### src/hdl/dfs_pkg.sv
// ----------------------------------------------------------------------------
// dfs_pkg
// Shared types and codes of the delimiter field splitter.
// ----------------------------------------------------------------------------
`default_nettype none

package dfs_pkg;

	localparam int WIN_MAX = 4;
	localparam int FILL_W  = 3;

	localparam logic REG_DELIM_BYTES = 1'b0;
	localparam logic REG_DELIM_LEN   = 1'b1;

	typedef enum logic [1:0] {
		KIND_DATA = 2'd0,
		KIND_END  = 2'd1,
		KIND_DONE = 2'd2
	} kind_t;

	typedef enum logic {
		PH_RUN,
		PH_DONE
	} phase_t;

	typedef struct packed {
		kind_t       kind;
		logic [7:0]  data_byte;
		logic [2:0]  field_index;
		logic        truncated;
		logic [2:0]  kept_count;
		logic [15:0] delimiter_total;
	} result_t;

	typedef struct packed {
		logic              append;
		logic              load;
		logic [FILL_W-1:0] shamt;
	} cell_ctl_t;

	typedef struct packed {
		logic push;
		logic fin;
		logic settled;
	} stage_req_t;

endpackage

`default_nettype wire

### src/hdl/delimiter_field_splitter_top.sv
// ----------------------------------------------------------------------------
// delimiter_field_splitter_top
// Splits a byte stream into fields at a 1 to 4 byte delimiter.
//
// Input s_axis: one byte per request, tlast on the final byte of a string.
// Output m_axis: one result per request; tuser gives the kind (data byte,
// field end, string done), tlast marks the last result caused by a byte.
// Config: cfg_we writes cfg_wdata to register cfg_index (0 delimiter bytes,
// 1 delimiter length); write only while the block is idle. A window held
// across a write is matched against the new delimiter with the next byte.
// A result is staged at the step that makes it and moves to the output once
// the next step shows whether it is the last of its byte.
// Throughput: one byte per cycle while each byte settles in one window step
// and the results find room. Every further delimiter found, byte released or
// byte dropped from the window takes one more step; the final byte adds one
// step for the field end and one for the done result.
// Reset: delimiter ',' of length 1, window empty, counts cleared.
// Stall: results wait in the staging and output registers; no new byte is
// taken while a result for it could not be stored.
// ----------------------------------------------------------------------------
`default_nettype none

module delimiter_field_splitter_top #(
	parameter int MAX_FIELDS    = 8,
	parameter int MAX_FIELD_LEN = 32,
	parameter int MAX_DELIM_LEN = 4
) (
	input  logic        clk,
	input  logic        arst_n,
	input  logic        cfg_we,
	input  logic        cfg_index,
	input  logic [31:0] cfg_wdata,
	input  logic        s_axis_tvalid,
	output logic        s_axis_tready,
	input  logic [7:0]  s_axis_tdata,   // [7:0] in_byte
	input  logic        s_axis_tlast,
	output logic        m_axis_tvalid,
	input  logic        m_axis_tready,
	output logic [31:0] m_axis_tdata,   // [7:0] out_byte, [10:8] field_index,
	                                    // [11] truncated, [14:12] kept_count,
	                                    // [30:15] delimiter_total, [31] zero
	output logic [1:0]  m_axis_tuser,   // [1:0] out_kind
	output logic        m_axis_tlast
);
	import dfs_pkg::*;

	localparam int WIN_DEPTH = (MAX_DELIM_LEN < WIN_MAX) ? MAX_DELIM_LEN : WIN_MAX;
	localparam int CW        = $clog2(MAX_FIELDS + 1);
	localparam int LW        = $clog2(MAX_FIELD_LEN);

	logic [31:0]       delim_q;
	logic [2:0]        dlen_q;
	logic [FILL_W-1:0] fill_q;
	logic [CW-1:0]     cur_q;
	logic [LW-1:0]     flen_q;
	logic              ovf_q;
	logic              cap_q;
	logic [15:0]       total_q;
	logic              last_q;
	logic              pend_q;
	phase_t            phase_q;

	logic [FILL_W-1:0] fill_nx;
	logic [CW-1:0]     cur_nx;
	logic [LW-1:0]     flen_nx;
	logic              ovf_nx;
	logic              cap_nx;
	logic [15:0]       total_nx;
	logic              last_nx;
	logic              pend_nx;
	phase_t            phase_nx;

	logic [WIN_DEPTH-1:0][7:0]              e_byte;
	logic [WIN_DEPTH-1:0]                   w_match;
	logic [WIN_DEPTH-1:0]                   e_match;
	logic [WIN_DEPTH-1:0]                   tail;
	logic [WIN_DEPTH-1:0][WIN_MAX-1:0][7:0] nbr;
	cell_ctl_t                              cell_ctl;

	logic [2:0]        eff_len;
	logic [FILL_W-1:0] fe;
	logic              prefix_w;
	logic              prefix_e;
	logic              full_e;
	logic              quiet_w;
	logic              settled_w;
	logic              step_en;
	logic              acc;
	logic              last_e;
	logic              room;
	logic              adv;
	logic              r_valid;
	logic              r_fin;
	logic [FILL_W-1:0] shamt;
	logic [CW-1:0]     kept;
	result_t           r_data;
	result_t           out_data;
	stage_req_t        stage_req;

	// delimiter length, 0 taken as 1, clamped to what the window can hold
	always_comb begin
		if (dlen_q == 3'd0) begin
			eff_len = 3'd1;
		end else if (dlen_q > 3'(WIN_DEPTH)) begin
			eff_len = 3'(WIN_DEPTH);
		end else begin
			eff_len = dlen_q;
		end
	end

	for (genvar i = 0; i < WIN_DEPTH; i++) begin : g_cell
		dfs_cell u_cell (
			.clk        (clk),
			.ctl        (cell_ctl),
			.tail       (tail[i]),
			.in_byte    (s_axis_tdata),
			.delim_byte (delim_q[8*i +: 8]),
			.nbr        (nbr[i]),
			.e_byte     (e_byte[i]),
			.w_match    (w_match[i]),
			.e_match    (e_match[i])
		);
	end

	always_comb begin
		nbr = '0;
		for (int i = 0; i < WIN_DEPTH; i++) begin
			tail[i] = (fill_q == FILL_W'(i));
			for (int k = 0; k < WIN_MAX; k++) begin
				if (i + k + 1 < WIN_DEPTH) begin
					nbr[i][k] = e_byte[i + k + 1];
				end
			end
		end
	end

	// every held window byte matches its delimiter byte (a delimiter prefix)
	always_comb begin
		prefix_w = 1'b1;
		for (int i = 0; i < WIN_DEPTH; i++) begin
			if (FILL_W'(i) < fill_q && !w_match[i]) begin
				prefix_w = 1'b0;
			end
		end
	end

	// with no byte pending the window only moves when the next byte comes
	assign quiet_w   = prefix_w && (fill_q < eff_len);
	assign settled_w = (phase_q == PH_RUN) && !last_q && (!pend_q || quiet_w);
	assign s_axis_tready = settled_w && room;
	assign acc     = s_axis_tvalid && s_axis_tready;
	assign step_en = acc || pend_q || last_q;
	assign last_e  = last_q || (acc && s_axis_tlast);
	assign fe      = fill_q + {{(FILL_W-1){1'b0}}, acc};

	always_comb begin
		prefix_e = 1'b1;
		for (int i = 0; i < WIN_DEPTH; i++) begin
			if (FILL_W'(i) < fe && FILL_W'(i) < eff_len && !e_match[i]) begin
				prefix_e = 1'b0;
			end
		end
	end

	assign full_e = prefix_e && (fe >= eff_len);
	assign kept   = cap_q ? CW'(MAX_FIELDS - 1) : cur_q;

	// one window step per cycle while results find room in the result stage
	always_comb begin
		fill_nx  = fe;
		cur_nx   = cur_q;
		flen_nx  = flen_q;
		ovf_nx   = ovf_q;
		cap_nx   = cap_q;
		total_nx = total_q;
		last_nx  = last_e;
		pend_nx  = acc || (pend_q && !quiet_w);
		phase_nx = phase_q;
		shamt    = '0;
		r_valid  = 1'b0;
		r_fin    = 1'b0;
		r_data   = '0;
		r_data.field_index = 3'(cur_q);
		r_data.truncated   = ovf_q;
		unique case (phase_q)
			PH_RUN: begin
				if (step_en && full_e) begin
					shamt   = eff_len;
					fill_nx = fe - eff_len;
					if (total_q != 16'hFFFF) begin
						total_nx = total_q + 16'd1;
					end
					if (!cap_q) begin
						r_valid     = 1'b1;
						r_data.kind = KIND_END;
						cur_nx      = cur_q + 1'b1;
						flen_nx     = '0;
						ovf_nx      = 1'b0;
						cap_nx      = (cur_q == CW'(MAX_FIELDS - 1));
					end
				end else if (step_en && fe != '0 && (!prefix_e || last_e)) begin
					shamt   = FILL_W'(1);
					fill_nx = fe - FILL_W'(1);
					if (!cap_q) begin
						if (flen_q == LW'(MAX_FIELD_LEN - 1)) begin
							ovf_nx = 1'b1;
						end else begin
							r_valid          = 1'b1;
							r_data.kind      = KIND_DATA;
							r_data.data_byte = e_byte[0];
							flen_nx          = flen_q + 1'b1;
						end
					end
				end else if (fe == '0 && last_e) begin
					phase_nx = PH_DONE;
					if (!cap_q) begin
						r_valid     = 1'b1;
						r_data.kind = KIND_END;
					end
				end
			end
			PH_DONE: begin
				r_valid                = 1'b1;
				r_fin                  = 1'b1;
				r_data.kind            = KIND_DONE;
				r_data.field_index     = 3'(kept);
				r_data.truncated       = 1'b0;
				r_data.kept_count      = 3'(kept);
				r_data.delimiter_total = total_q;
				fill_nx  = '0;
				cur_nx   = '0;
				flen_nx  = '0;
				ovf_nx   = 1'b0;
				cap_nx   = 1'b0;
				total_nx = '0;
				last_nx  = 1'b0;
				pend_nx  = 1'b0;
				phase_nx = PH_RUN;
			end
		endcase
	end

	assign adv = !r_valid || room;

	assign cell_ctl.append = acc;
	assign cell_ctl.load   = adv;
	assign cell_ctl.shamt  = shamt;

	assign stage_req.push    = r_valid && adv;
	assign stage_req.fin     = r_fin;
	assign stage_req.settled = settled_w;

	dfs_result_stage u_stage (
		.clk       (clk),
		.arst_n    (arst_n),
		.req       (stage_req),
		.r_data    (r_data),
		.out_ready (m_axis_tready),
		.room      (room),
		.out_valid (m_axis_tvalid),
		.out_data  (out_data),
		.out_last  (m_axis_tlast)
	);

	assign m_axis_tuser = out_data.kind;
	assign m_axis_tdata = {1'b0, out_data.delimiter_total, out_data.kept_count,
		out_data.truncated, out_data.field_index, out_data.data_byte};

	always_ff @(posedge clk or negedge arst_n) begin
		if (!arst_n) begin
			delim_q <= 32'd44;
			dlen_q  <= 3'd1;
		end else if (cfg_we) begin
			unique case (cfg_index)
				REG_DELIM_BYTES: delim_q <= cfg_wdata;
				REG_DELIM_LEN:   dlen_q  <= cfg_wdata[2:0];
			endcase
		end
	end

	always_ff @(posedge clk or negedge arst_n) begin
		if (!arst_n) begin
			phase_q <= PH_RUN;
		end else if (adv) begin
			phase_q <= phase_nx;
		end
	end

	always_ff @(posedge clk or negedge arst_n) begin
		if (!arst_n) begin
			fill_q  <= '0;
			cur_q   <= '0;
			flen_q  <= '0;
			ovf_q   <= 1'b0;
			cap_q   <= 1'b0;
			total_q <= '0;
			last_q  <= 1'b0;
			pend_q  <= 1'b0;
		end else if (adv) begin
			fill_q  <= fill_nx;
			cur_q   <= cur_nx;
			flen_q  <= flen_nx;
			ovf_q   <= ovf_nx;
			cap_q   <= cap_nx;
			total_q <= total_nx;
			last_q  <= last_nx;
			pend_q  <= pend_nx;
		end
	end

endmodule

`default_nettype wire

### src/hdl/dfs_cell.sv
// ----------------------------------------------------------------------------
// dfs_cell
// One byte of the match window: holds a byte, compares it with its
// delimiter byte and takes a byte from a neighbour when the window shifts.
// ----------------------------------------------------------------------------
`default_nettype none

module dfs_cell (
	input  logic                                clk,
	input  dfs_pkg::cell_ctl_t                  ctl,
	input  logic                                tail,
	input  logic [7:0]                          in_byte,
	input  logic [7:0]                          delim_byte,
	input  logic [dfs_pkg::WIN_MAX-1:0][7:0]    nbr,
	output logic [7:0]                          e_byte,
	output logic                                w_match,
	output logic                                e_match
);
	import dfs_pkg::*;

	logic [7:0] byte_q;
	logic [7:0] byte_nx;

	assign e_byte  = (ctl.append && tail) ? in_byte : byte_q;
	assign w_match = (byte_q == delim_byte);
	assign e_match = (e_byte == delim_byte);

	always_comb begin
		case (ctl.shamt)
			3'd1:    byte_nx = nbr[0];
			3'd2:    byte_nx = nbr[1];
			3'd3:    byte_nx = nbr[2];
			3'd4:    byte_nx = nbr[3];
			default: byte_nx = e_byte;
		endcase
	end

	always_ff @(posedge clk) begin
		if (ctl.load) begin
			byte_q <= byte_nx;
		end
	end

endmodule

`default_nettype wire

### src/hdl/dfs_result_stage.sv
// ----------------------------------------------------------------------------
// dfs_result_stage
// Staging and output registers. A result waits in staging until it is known
// whether it is the last one of its byte, then moves to the output register.
// ----------------------------------------------------------------------------
`default_nettype none

module dfs_result_stage (
	input  logic                clk,
	input  logic                arst_n,
	input  dfs_pkg::stage_req_t req,
	input  dfs_pkg::result_t    r_data,
	input  logic                out_ready,
	output logic                room,
	output logic                out_valid,
	output dfs_pkg::result_t    out_data,
	output logic                out_last
);
	import dfs_pkg::*;

	logic    s_valid_q;
	logic    s_fin_q;
	result_t s_q;
	logic    o_valid_q;
	logic    o_last_q;
	result_t o_q;

	logic o_free;
	logic fin_e;
	logic s_move;

	assign o_free = !o_valid_q || out_ready;
	assign fin_e  = s_fin_q || req.settled;
	assign s_move = s_valid_q && o_free && (fin_e || req.push);
	assign room   = !s_valid_q || o_free;

	assign out_valid = o_valid_q;
	assign out_data  = o_q;
	assign out_last  = o_last_q;

	always_ff @(posedge clk or negedge arst_n) begin
		if (!arst_n) begin
			s_valid_q <= 1'b0;
			s_fin_q   <= 1'b0;
			o_valid_q <= 1'b0;
			o_last_q  <= 1'b0;
		end else begin
			if (req.push) begin
				s_valid_q <= 1'b1;
				s_fin_q   <= req.fin;
			end else if (s_move) begin
				s_valid_q <= 1'b0;
				s_fin_q   <= 1'b0;
			end else if (s_valid_q) begin
				s_fin_q <= fin_e;
			end
			if (s_move) begin
				o_valid_q <= 1'b1;
				o_last_q  <= fin_e;
			end else if (out_ready) begin
				o_valid_q <= 1'b0;
			end
		end
	end

	always_ff @(posedge clk) begin
		if (req.push) begin
			s_q <= r_data;
		end
		if (s_move) begin
			o_q <= s_q;
		end
	end

endmodule

`default_nettype wire

### config.mk
export PLATFORM = sky130hd
export DESIGN_NAME = delimiter_field_splitter_top
export DESIGN_NICKNAME = d
export VERILOG_FILES = /design/src/hdl/dfs_pkg.sv /design/src/hdl/delimiter_field_splitter_top.sv /design/src/hdl/dfs_cell.sv /design/src/hdl/dfs_result_stage.sv
export SDC_FILE = /design/constraint.sdc
export NUM_CORES = 1
export LEC_CHECK = 0
export BUFFER_PORTS_ARGS = -buffer_cell sky130_fd_sc_hd__buf_2
export CAP_MARGIN = 20
export CORE_UTILIZATION = 60
export CTS_BUF_LIST = sky130_fd_sc_hd__clkbuf_8 sky130_fd_sc_hd__clkbuf_16
export CTS_CLUSTER_DIAMETER = 50
export CTS_CLUSTER_SIZE = 40
export DETAILED_ROUTE_END_ITERATION = 10
export PLACE_DENSITY = 0.81
export SLEW_MARGIN = 20
export SYNTH_ARGS = -nofsm -noshare
export SYNTH_HDL_FRONTEND = slang
export SYNTH_SLANG_ARGS = --single-unit
### constraint.sdc
create_clock -name clk -period 9.2 [get_ports clk]
set_input_delay 0.92 -clock clk [delete_from_list [all_inputs] [get_ports clk]]
set_output_delay 0.92 -clock clk [all_outputs]
set_load 0.02 [all_outputs]
After elaboration in Yosys (flattened, before gate mapping)
Cells that the tools add are included.

Register bits after elaboration: 170. Input port bits: 47. Output and inout bits: 37.

Add/subtract/negate cells: 6. $lt $le $gt $ge: 15. Equal/unequal tests: 26. Multiplexer cells: 72. Bitwise operators: 3. Reduce and logical (&&, ||, !) cells: 75.

Operator list (count): $eq A8 B8 Y1 (8); $mux W1 (36); $mux W16 (2); $mux W8 (4); $pmux W16 S2 (1); $pmux W8 S4 (1); $logic_and A1 B1 Y1 (31); $mux W5 (5); $pmux W8 S3 (1); $mux W23 (1); $mux W3 (7); $lt A1 B3 Y1 const A (6); $lt A2 B3 Y1 const A (6); $add A16 B1 Y16 const B (1); $ne A16 B16 Y1 const B (1); $pmux W8 S2 (1); $logic_not A1 Y1 (15); $eq A3 B2 Y1 const B (4); $logic_or A1 B1 Y1 (11); $pmux W5 S2 (1); $reduce_and A5 Y1 (2); $logic_not A3 Y1 (3); $ne A3 B3 Y1 const B (3); $mux W4 (2); other kinds (29) (44).

Longest topological paths before layout
Gate-level depths: netlist of the first run.

Word-level depth: 34. Depth in mapped cells: 23.

By module
Synthesis of the first run repeated with hierarchy kept, for this count alone.

Cell total of the unflattened synthesis: 978. Area total of the unflattened synthesis: 10455.0 um^2.

By module, submodules not included: delimiter_field_splitter_top (instances 1, cells an instance 398, area an instance 4030.1 um^2, seq. area each 1706.6 um^2); dfs_result_stage (instances 1, cells an instance 88, area an instance 2183.3 um^2, seq. area each 2082.0 um^2); dfs_cell at g_cell[2].u_cell ... (instances 2, cells an instance 122, area an instance 1079.8 um^2, seq. area each 240.2 um^2); dfs_cell at g_cell[0].u_cell ... (instances 2, cells an instance 124, area an instance 1041.0 um^2, seq. area each 240.2 um^2).

Worst setup path after synthesis of the first run
No wires, ideal clock.

Path kind: register to register. Start: register dlen_q[2]. End: register u_stage.o_q, in the netlist u_stage.out_data[0], enable pin. Library setup time: 0.434 ns. Arrival: 5.779 ns. Required time: 8.766 ns. Slack: 2.986 ns. Cell stages (with the launch flop): 22. Buffers on the path: 1. Cell sequence: dfrtp_1 -> buf_2 -> inv_1 -> nand2_1 -> ha_1 -> o21ai_0 -> o21ai_2 -> a21oi_1 -> a21boi_0 -> nor2_1 -> ha_1 -> ha_1 -> xnor2_1 -> inv_1 -> ha_1 -> o22ai_1 -> and2_1 -> nand4_1 -> or3_4 -> a31oi_4 -> nor2_1 -> a21oi_1.

Word-level cells in the longest chain between the ends: 29. Elaborated cells between the ends (all ways): 71.

Ends and longest elaborated chain: from (decl) (line delimiter_field_splitter_top.sv:52) `logic [2:0] dlen_q;`; from (signal assigned) (line delimiter_field_splitter_top.sv:276) `REG_DELIM_LEN: dlen_q <= cfg_wdata[2:0];`; $gt A3 B3 Y1 (line delimiter_field_splitter_top.sv:104) `end else if (dlen_q > 3'(WIN_DEPTH)) begin`; $mux W3 (line delimiter_field_splitter_top.sv:104); $mux W3 * (line delimiter_field_splitter_top.sv:102) `if (dlen_q == 3'd0) begin`; parallel branches: the longest is 24 deep, another holds $lt A3 B3 Y1; $logic_or A1 B1 Y1 * (line dfs_result_stage.sv:34) `assign s_move = s_valid_q && o_free && (fin_e || req.push);`; $logic_and A1 B1 Y1 * (line dfs_result_stage.sv:34); named net u_stage.s_move (line dfs_result_stage.sv:30) `logic s_move;`; to (signal assigned) (line dfs_result_stage.sv:71) `o_q <= s_q;`; to (decl) (line dfs_result_stage.sv:26) `result_t o_q;`.

Mark *: on every way through the listed nets, which the timed path passes. A chain may end at the register's enable or synchronous reset.

Worst setup path in the final report of the first run
Start: register dlen_q[2]. End: register u_stage.o_q, in the netlist u_stage.out_data[25], enable pin.

The elaborated chain is that of the path after synthesis.

==> results of run 1 <==
==> where the power goes <==
part | switching, mW | internal [mW]
Combinational | 1.02 | 0.534
Sequential | 0.183 | 1.27
Clock | 0.339 | 0.390
Total | 1.54 | 2.19
==> final cells by class <==
| class | count | area (µm²) | share of cell area (%) |
|---|---|---|---|
| multi-input combinational | 535 | 3910 | 38.9 |
| clock inverter | 15 | 175 | 1.74 |
| timing repair buffer | 91 | 478 | 4.76 |
| inverter | 20 | 75.1 | 0.748 |
| tap | 184 | 230 | 2.29 |
| clock buffer | 17 | 425 | 4.24 |
| sequential | 170 | 4750 | 47.3 |
==> synth_stat cells, types with 9 or more instances <==
| master | n |
|---|---|
| mux2i_1 | 33 |
| and3_1 | 11 |
| or3_1 | 10 |
| o22ai_1 | 11 |
| nor4_1 | 9 |
| o221ai_1 | 17 |
| xor2_1 | 38 |
| nand4_1 | 11 |
| and2_1 | 19 |
| nor2_1 | 63 |
| inv_1 | 19 |
| clkbuf_1 | 20 |
| nand2_1 | 49 |
| mux2_2 | 35 |
| o21ai_0 | 21 |
| edfxtp_1 | 98 |
| a21oi_1 | 18 |
| nand3_1 | 20 |
| dfrtp_1 | 68 |
| a21o_1 | 9 |
| nand2b_1 | 10 |
| ha_1 | 13 |
| buf_2 | 10 |
| xnor2_1 | 34 |
==> flip-flops by register name (all words and copies together), names as in the netlist <==
register and count:
cap_q 1, cur_q 4, delim_q 32, dlen_q 3, fill_q 3, flen_q 5, g_cell.u_cell.byte_q 32, last_q 1
ovf_q 1, pend_q 1, phase_q 1, total_q 16, u_stage.out_data 33, u_stage.out_last 1, u_stage.out_valid 1, u_stage.s_fin_q 1
u_stage.s_q 33, u_stage.s_valid_q 1
==> worst max-delay path: stages (launching register included) <==
cell and delay (ps):
dfrtp_1 470, inv_1 110, nand2_1 160, ha_1 330, o21ai_0 90, o21ai_2 340
a21oi_1 90, a21boi_0 450, nor2_1 90, ha_1 200, ha_1 190, xnor2_1 580
inv_1 100, ha_1 350, o22ai_1 120, and2_1 170, nand4_1 260, or3_4 510
a31oi_4 230, nor2_1 170, a21oi_4 850
==> how the worst max path moves through the flow <==
stage	startpoint	endpoint	slack, ps	cells past startpoint
finish	dlen_q[2]	u_stage.out_data[25]	2920	20
global route	dlen_q[2]	u_stage.out_data[26]	2350	20
CTS	dlen_q[2]	u_stage.out_data[23]	2970	20
detailed placement	dlen_q[2]	u_stage.out_data[30]	3010	20
global placement	dlen_q[2]	u_stage.out_data[23]	3280	20
floorplan	dlen_q[2]	u_stage.out_data[0]	2990	21
==> kinds of logic after synthesis <==
kind of cell,Yosys count
buffers and inverters,57
XOR/XNOR,72
other,1
AND/OR/NAND/NOR,253
flip-flops,170
AO/OA/AOI/OAI,126
adder cells (fa/ha/maj),14
multiplexers,69
==> metal layers <==
metal,vias to the layer above,track usage (%)
met5,-,0
met4,0,11.1
met3,45,7.14
met2,296,46.1
met1,3169,39.0
li1,2940,-
==> per-stage QoR <==
stage	instances	hold slack (ps)
final	1032	419
after global routing	1032	420
after CTS	1031	420
after detailed placement	999	405
after global placement	999	402
after floorplan	762	400
==> results by group, run 1 <==
Placement
  – Post-DP Area: 0.00943 mm²
  – Routability cong.: 0.937
  – IO Port Bufs: 82
  – Detailed-placement wirelength estimate: 14800 µm
  – Post-place setup slack: ~3000 ps

Routing
  – DR pass1 iterations: 5
  – Total wire length: 20900 µm
  – WL met1: 8950 µm
  – Met3 wire len: around 1600 µm
  – Met2 wire length: 9970 µm
  – Violation count after the first detailed-route iteration: around 570
  – DRC: 0
  – DR WL/cell: around 20 µm
  – Top routing layer in use: met4
  – Via count: 6450
  – Drt via density: 6.25
  – Antenna-violating nets left: 0

Floorplan
  – Core outline area: about 0.014 mm²
  – Initial cell density of the core: between 60% and 70%
  – Die W: approximately 120 µm
  – Die Ht: approximately 120 µm
  – Row cnt: 44
  – Die area: roughly 0.015 mm²
  – Num ports: 84

Worst setup path
  – Worst r2r src: dlen_q[2]
  – CP startpoint kind: flip-flop
  – Flop2flop setup slack: a little under 3000 ps
  – Critical path class: reg -> reg
  – Maximum fanout along the worst path: 33
  – WP data required: a little over 9000 ps
  – Critical Path Sink Type: flip-flop
  – R2R Path End: u_stage.out_data[25]
  – Cells on worst reg2reg path: 20
  – Arr. time, crit path: 6330 ps

Worst hold path
  – Hold crit path type: reg -> reg
  – Hold path depth: 0
  – Hold endpoint: u_stage.out_data[28]
  – HP Start: u_stage.s_q[28]

Logic synthesis
  – Mapped cell area: 0.00889 mm²
  – Mux contribution to synthesized area: 8.28%
  – FF+latch count, synth: 170
  – Synth Area in Adders: 2.06%
  – YS warnings: 0
  – Synth Area in Simple Gates: approximately 15%
  – Primary FF master, synth: edfxtp_1
  – Post-synthesis compound-gate area fraction: 10.9%
  – Post-synth EDFFs: 98
  – Asr flop ratio synth: a little over two fifths
  – Synth top area cells: edfxtp_1 (33%), dfrtp_1 (19%), mux2_2 (4.4%)
  – Xor/xnor share of the synthesized area: 7.09%
  – Mapped Cells: around 760
  – Main combinational cell family by area after synthesis: simple AND/OR/NAND/NOR gates
  – Library cells used by synthesis: 82
  – Register area share after synthesis: ~53%
  – Post-Syn Nets: 823
  – Post-synth top area cell: edfxtp_1
  – Synthesized area per cell: 11.7 µm²
  – Top cell type's share of synthesized area: between 30% and 40%

STA
  – Final number of setup-violating endpoints: 0
  – Count of final hold-check violations: 0
  – Fin crit share: 68.2%
  – Max-slew violation count: 0
  – Unrepaired setup endpoints after global routing: false
  – Tmin final: 6280 ps
  – Worst-Margin Slew: 1050 ps
  – Setup TNS: 0 ps
  – Setup Skew: 8.41 ps
  – Final worst slack: 2920 ps
  – Slew HR: slightly below 30%
  – Max Freq: 159 MHz

Clock tree
  – Root buffer selected by CTS: clkbuf_16
  – Clock Latency Late Sink: 440 ps
  – CTS max path bufs: 2
  – Clock Pin Slew Worst Setup and Hold Paths: 70 ps
  – CTS Buf Count: 17
  – H-tree depth: 4
  – Cts hold-fix bufs: 0
  – Clk sinks: 170
  – Post-CTS Setup Inserts: 0
  – CTS resizes: 0
  – CTS tree: yes

Final layout
  – Share of layout cells above drive strength 1: 22.8%
  – Layout overhead on the synthesized area: 13.0%
  – Fillers: 1042
  – Fin util: a little over two thirds
  – Commonest non-fill, non-tap cell in the layout: edfxtp_1
  – Most frequent cells in the layout: edfxtp_1 (98), buf_2 (82), dfrtp_1 (68)
  – Post-Layout Inst Area: between 0.01 and 0.015 mm²
  – NumNets Final: 896
  – Antenna Cells: 0

Global routing
  – GRT Overall Usage: 29.2%
  – Initial antenna violation count: 0
  – Largest net degree at the start of global routing: 73
  – Vias in the first global route: around 6400
  – Global-route wire length before repair: 33200 µm
  – Grt total ovfl: 0

Power
  – Pwr per Cell Area: 371 mW/mm²
  – Lkg Pwr: around 4.2 nW
  – Pwr Total: around 3.7 mW
  – Peak VDD IR: 175 µV

Run status
  – Status: finished clean

Flow run
  – # Max-Cap Violations: 0
No activity file was read; power rests on OpenSTA's default activity.
==> run 2: changes to the inputs <==
- CORE_UTILIZATION: 60 -> 54
- PLACE_DENSITY: 0.81 -> 0.77
- clock period: 9.2 -> 5.06 ns (I/O delays scaled with it)
==> results by group, run 2 (synthesis gave the netlist of run 1 again) <==
Final layout
  – Fillers: 1272 (+22%)
  – Multi-input logic area: 0.00395 mm² (+1.1%)
  – Post-Layout Inst Area: 0.0102 mm² (+2.0%)
  – Layout overhead on the synthesized area: 15.2%
  – NumNets Final: 913 (+1.9%)
  – Share of layout cells above drive strength 1: 24.2% (+1.4 points)
  – Most frequent cells in the layout: edfxtp_1 (98), buf_2 (82), dfrtp_1 (68)
  – Reg area: 0.00475 mm² (unchanged)
  – Commonest non-fill, non-tap cell in the layout: edfxtp_1
  – Antenna Cells: 0 (unchanged)

Worst setup path
  – CP startpoint kind: flip-flop
  – Critical path class: reg -> reg
  – Worst r2r src: delim_q[17]
  – WP data required: 5240 ps (-4020 ps)
  – Maximum fanout along the worst path: 33 (unchanged)
  – Critical Path Sink Type: flip-flop
  – Cells on worst reg2reg path: 21 (+5.0%)
  – Beginning of the critical path: delim_q[17]
  – R2R Path End: u_stage.out_data[26]
  – Flop2flop setup slack: 380 ps (-2550 ps)
  – Arr. time, crit path: 4860 ps (-1470 ps)

STA
  – Worst-Margin Slew: 1140 ps (+89.4 ps)
  – Unrepaired setup endpoints after global routing: false
  – Max Freq: 213 MHz (+34%)
  – Fin crit share: 92.6% (+24 points)
  – Setup TNS: 0 ps (unchanged)
  – Slew HR: 24.0% (-5.4 points)
  – Count of final hold-check violations: 0 (unchanged)
  – Setup Skew: 6.92 ps (-1.48 ps)
  – Max-slew violation count: 0 (unchanged)
  – Final number of setup-violating endpoints: 0 (unchanged)
  – Tmin final: 4680 ps (-1590 ps)

Power
  – Lkg Pwr: 4.32 nW (+1.6%)
  – Peak VDD IR: 328 µV (+87%)
  – Pwr per Cell Area: 674 mW/mm² (+82%)

Floorplan
  – Initial cell density of the core: 55.6% (-5.8 points)
  – Row cnt: 46 (+4.5%)
  – Die Ht: 130 µm (+5.3%)
  – Num ports: 84 (unchanged)
  – Die W: 130 µm (+5.3%)
  – Core outline area: 0.0160 mm² (+11%)
  – Die area: 0.0170 mm² (+11%)

Routing
  – DR pass1 iterations: 5 (unchanged)
  – Antenna-violating nets left: 0 (unchanged)
  – DR WL/cell: 19.1 µm (-5.9%)
  – Drt via density: 6.04 (-3.4%)
  – Violation count after the first detailed-route iteration: 671 (+19%)
  – Via count: 6524 (+1.1%)
  – DRC: 0 (unchanged)
  – Total wire length: 20600 µm (-1.5%)

Clock tree
  – Clock Pin Slew Worst Setup and Hold Paths: 60 ps (about the same)
  – CTS max path bufs: 2 (unchanged)
  – Clock Latency Late Sink: 430 ps (about the same)
  – Post-CTS Setup Inserts: 0 (unchanged)
  – Clk sinks: 170 (unchanged)
  – CTS resizes: 0 (unchanged)
  – CTS Buf Count: 17 (unchanged)
  – CTS tree: yes
  – H-tree depth: 4 (unchanged)
  – Cts hold-fix bufs: 0 (unchanged)
  – Root buffer selected by CTS: clkbuf_16

Placement
  – Post-DP Area: 0.00966 mm² (+2.4%)
  – Routability cong.: 0.944 (+0.65%)
  – IO Port Bufs: 82 (unchanged)
  – Detailed-placement wirelength estimate: 14800 µm (+0.34%)

Global routing
  – Vias in the first global route: 6413 (+0.16%)
  – Largest net degree at the start of global routing: 73 (unchanged)
  – Global-route wire length before repair: 33300 µm (about the same)
  – Initial antenna violation count: 0 (unchanged)
  – Grt total ovfl: 0 (unchanged)
  – GRT Overall Usage: 26.0% (-3.3 points)

Flow run
  – # Max-Cap Violations: 0 (unchanged)

Worst hold path
  – Hold crit path type: in -> async

Run status
  – Status: finished clean
run 2: changes by cell type in the layout (fill, tap and decap cells not counted), moves of 2 or more:
cell and change:
o21ai_4 +2, clkinv_4 +4, inv_8 -4, buf_12 +3, clkinv_1 +3, nor2_4 +2
clkinv_2 -2, o21ai_2 -2, clkinvlp_4 +2, buf_4 +13, clkinv_8 -2
run 2: report_power, final:
part	total (mW)	internal [mW]	switching, mW
Clock	1.25	0.685	0.562
Sequential	2.61	2.30	0.313
Combinational	3.05	1.12	1.93
Total	6.91	4.11	2.80
run 2: metal layers:
layer,wire (µm),share of wire [%],global-route usage [%]
met1,8800,43,33.9
met2,9780,47,42.1
met3,1550,7.5,6.11
met4,471,2.3,9.71
met5,0,0,0
run 2: final cells by class:
cell class | count | area share, %
well taps | 216 | 2.64
repair buffers | 107 | 6.20
flip-flops and latches | 170 | 46.4
clock inverters | 15 | 1.37
multi-input cells | 536 | 38.5
inverters | 20 | 0.733
clock buffers | 17 | 4.15
run 2: critical path, stage by stage (launching register included):
cell and delay [ps]:
dfrtp_1 420, xor2_1 170, nor4_1 350, nand4_1 250, a211oi_4 300, a21boi_1 110, nor2_1 130, ha_1 180
ha_1 190, xnor2_2 130, inv_1 60, ha_1 260, nand3b_1 110, a21o_1 150, nand3_4 90, buf_4 190
o31ai_2 370, a31oi_4 140, nor2_2 300, buf_4 230, a21oi_4 70, buf_12 190
run 2: worst max path at each step:
stage / endpoint / slack [ps] / cells past startpoint
2_1_floorplan: u_stage.out_data[0] / 40 / 21
3_3_place_gp: g_cell[1].u_cell.byte_q[2] / 350 / 18
3_5_place_dp: u_stage.s_q[23] / 210 / 19
4_1_cts: u_stage.s_q[28] / 180 / 19
5_1_grt: u_stage.out_data[26] / 60 / 21
6_report: u_stage.out_data[26] / 380 / 21
run 2: per-stage QoR:
step	hold WS [ps]	utilization [%]	instances	total power, mW	setup WS (ps)
after floorplan	210	-	762	4.64	40.3
after global placement	401	60.4	1048	5.45	353
after detailed placement	405	60.4	1048	5.59	207
after CTS	292	63.9	1080	6.85	180
after global routing	296	64.0	1081	7.32	62.7
final	281	64.0	1081	6.91	376
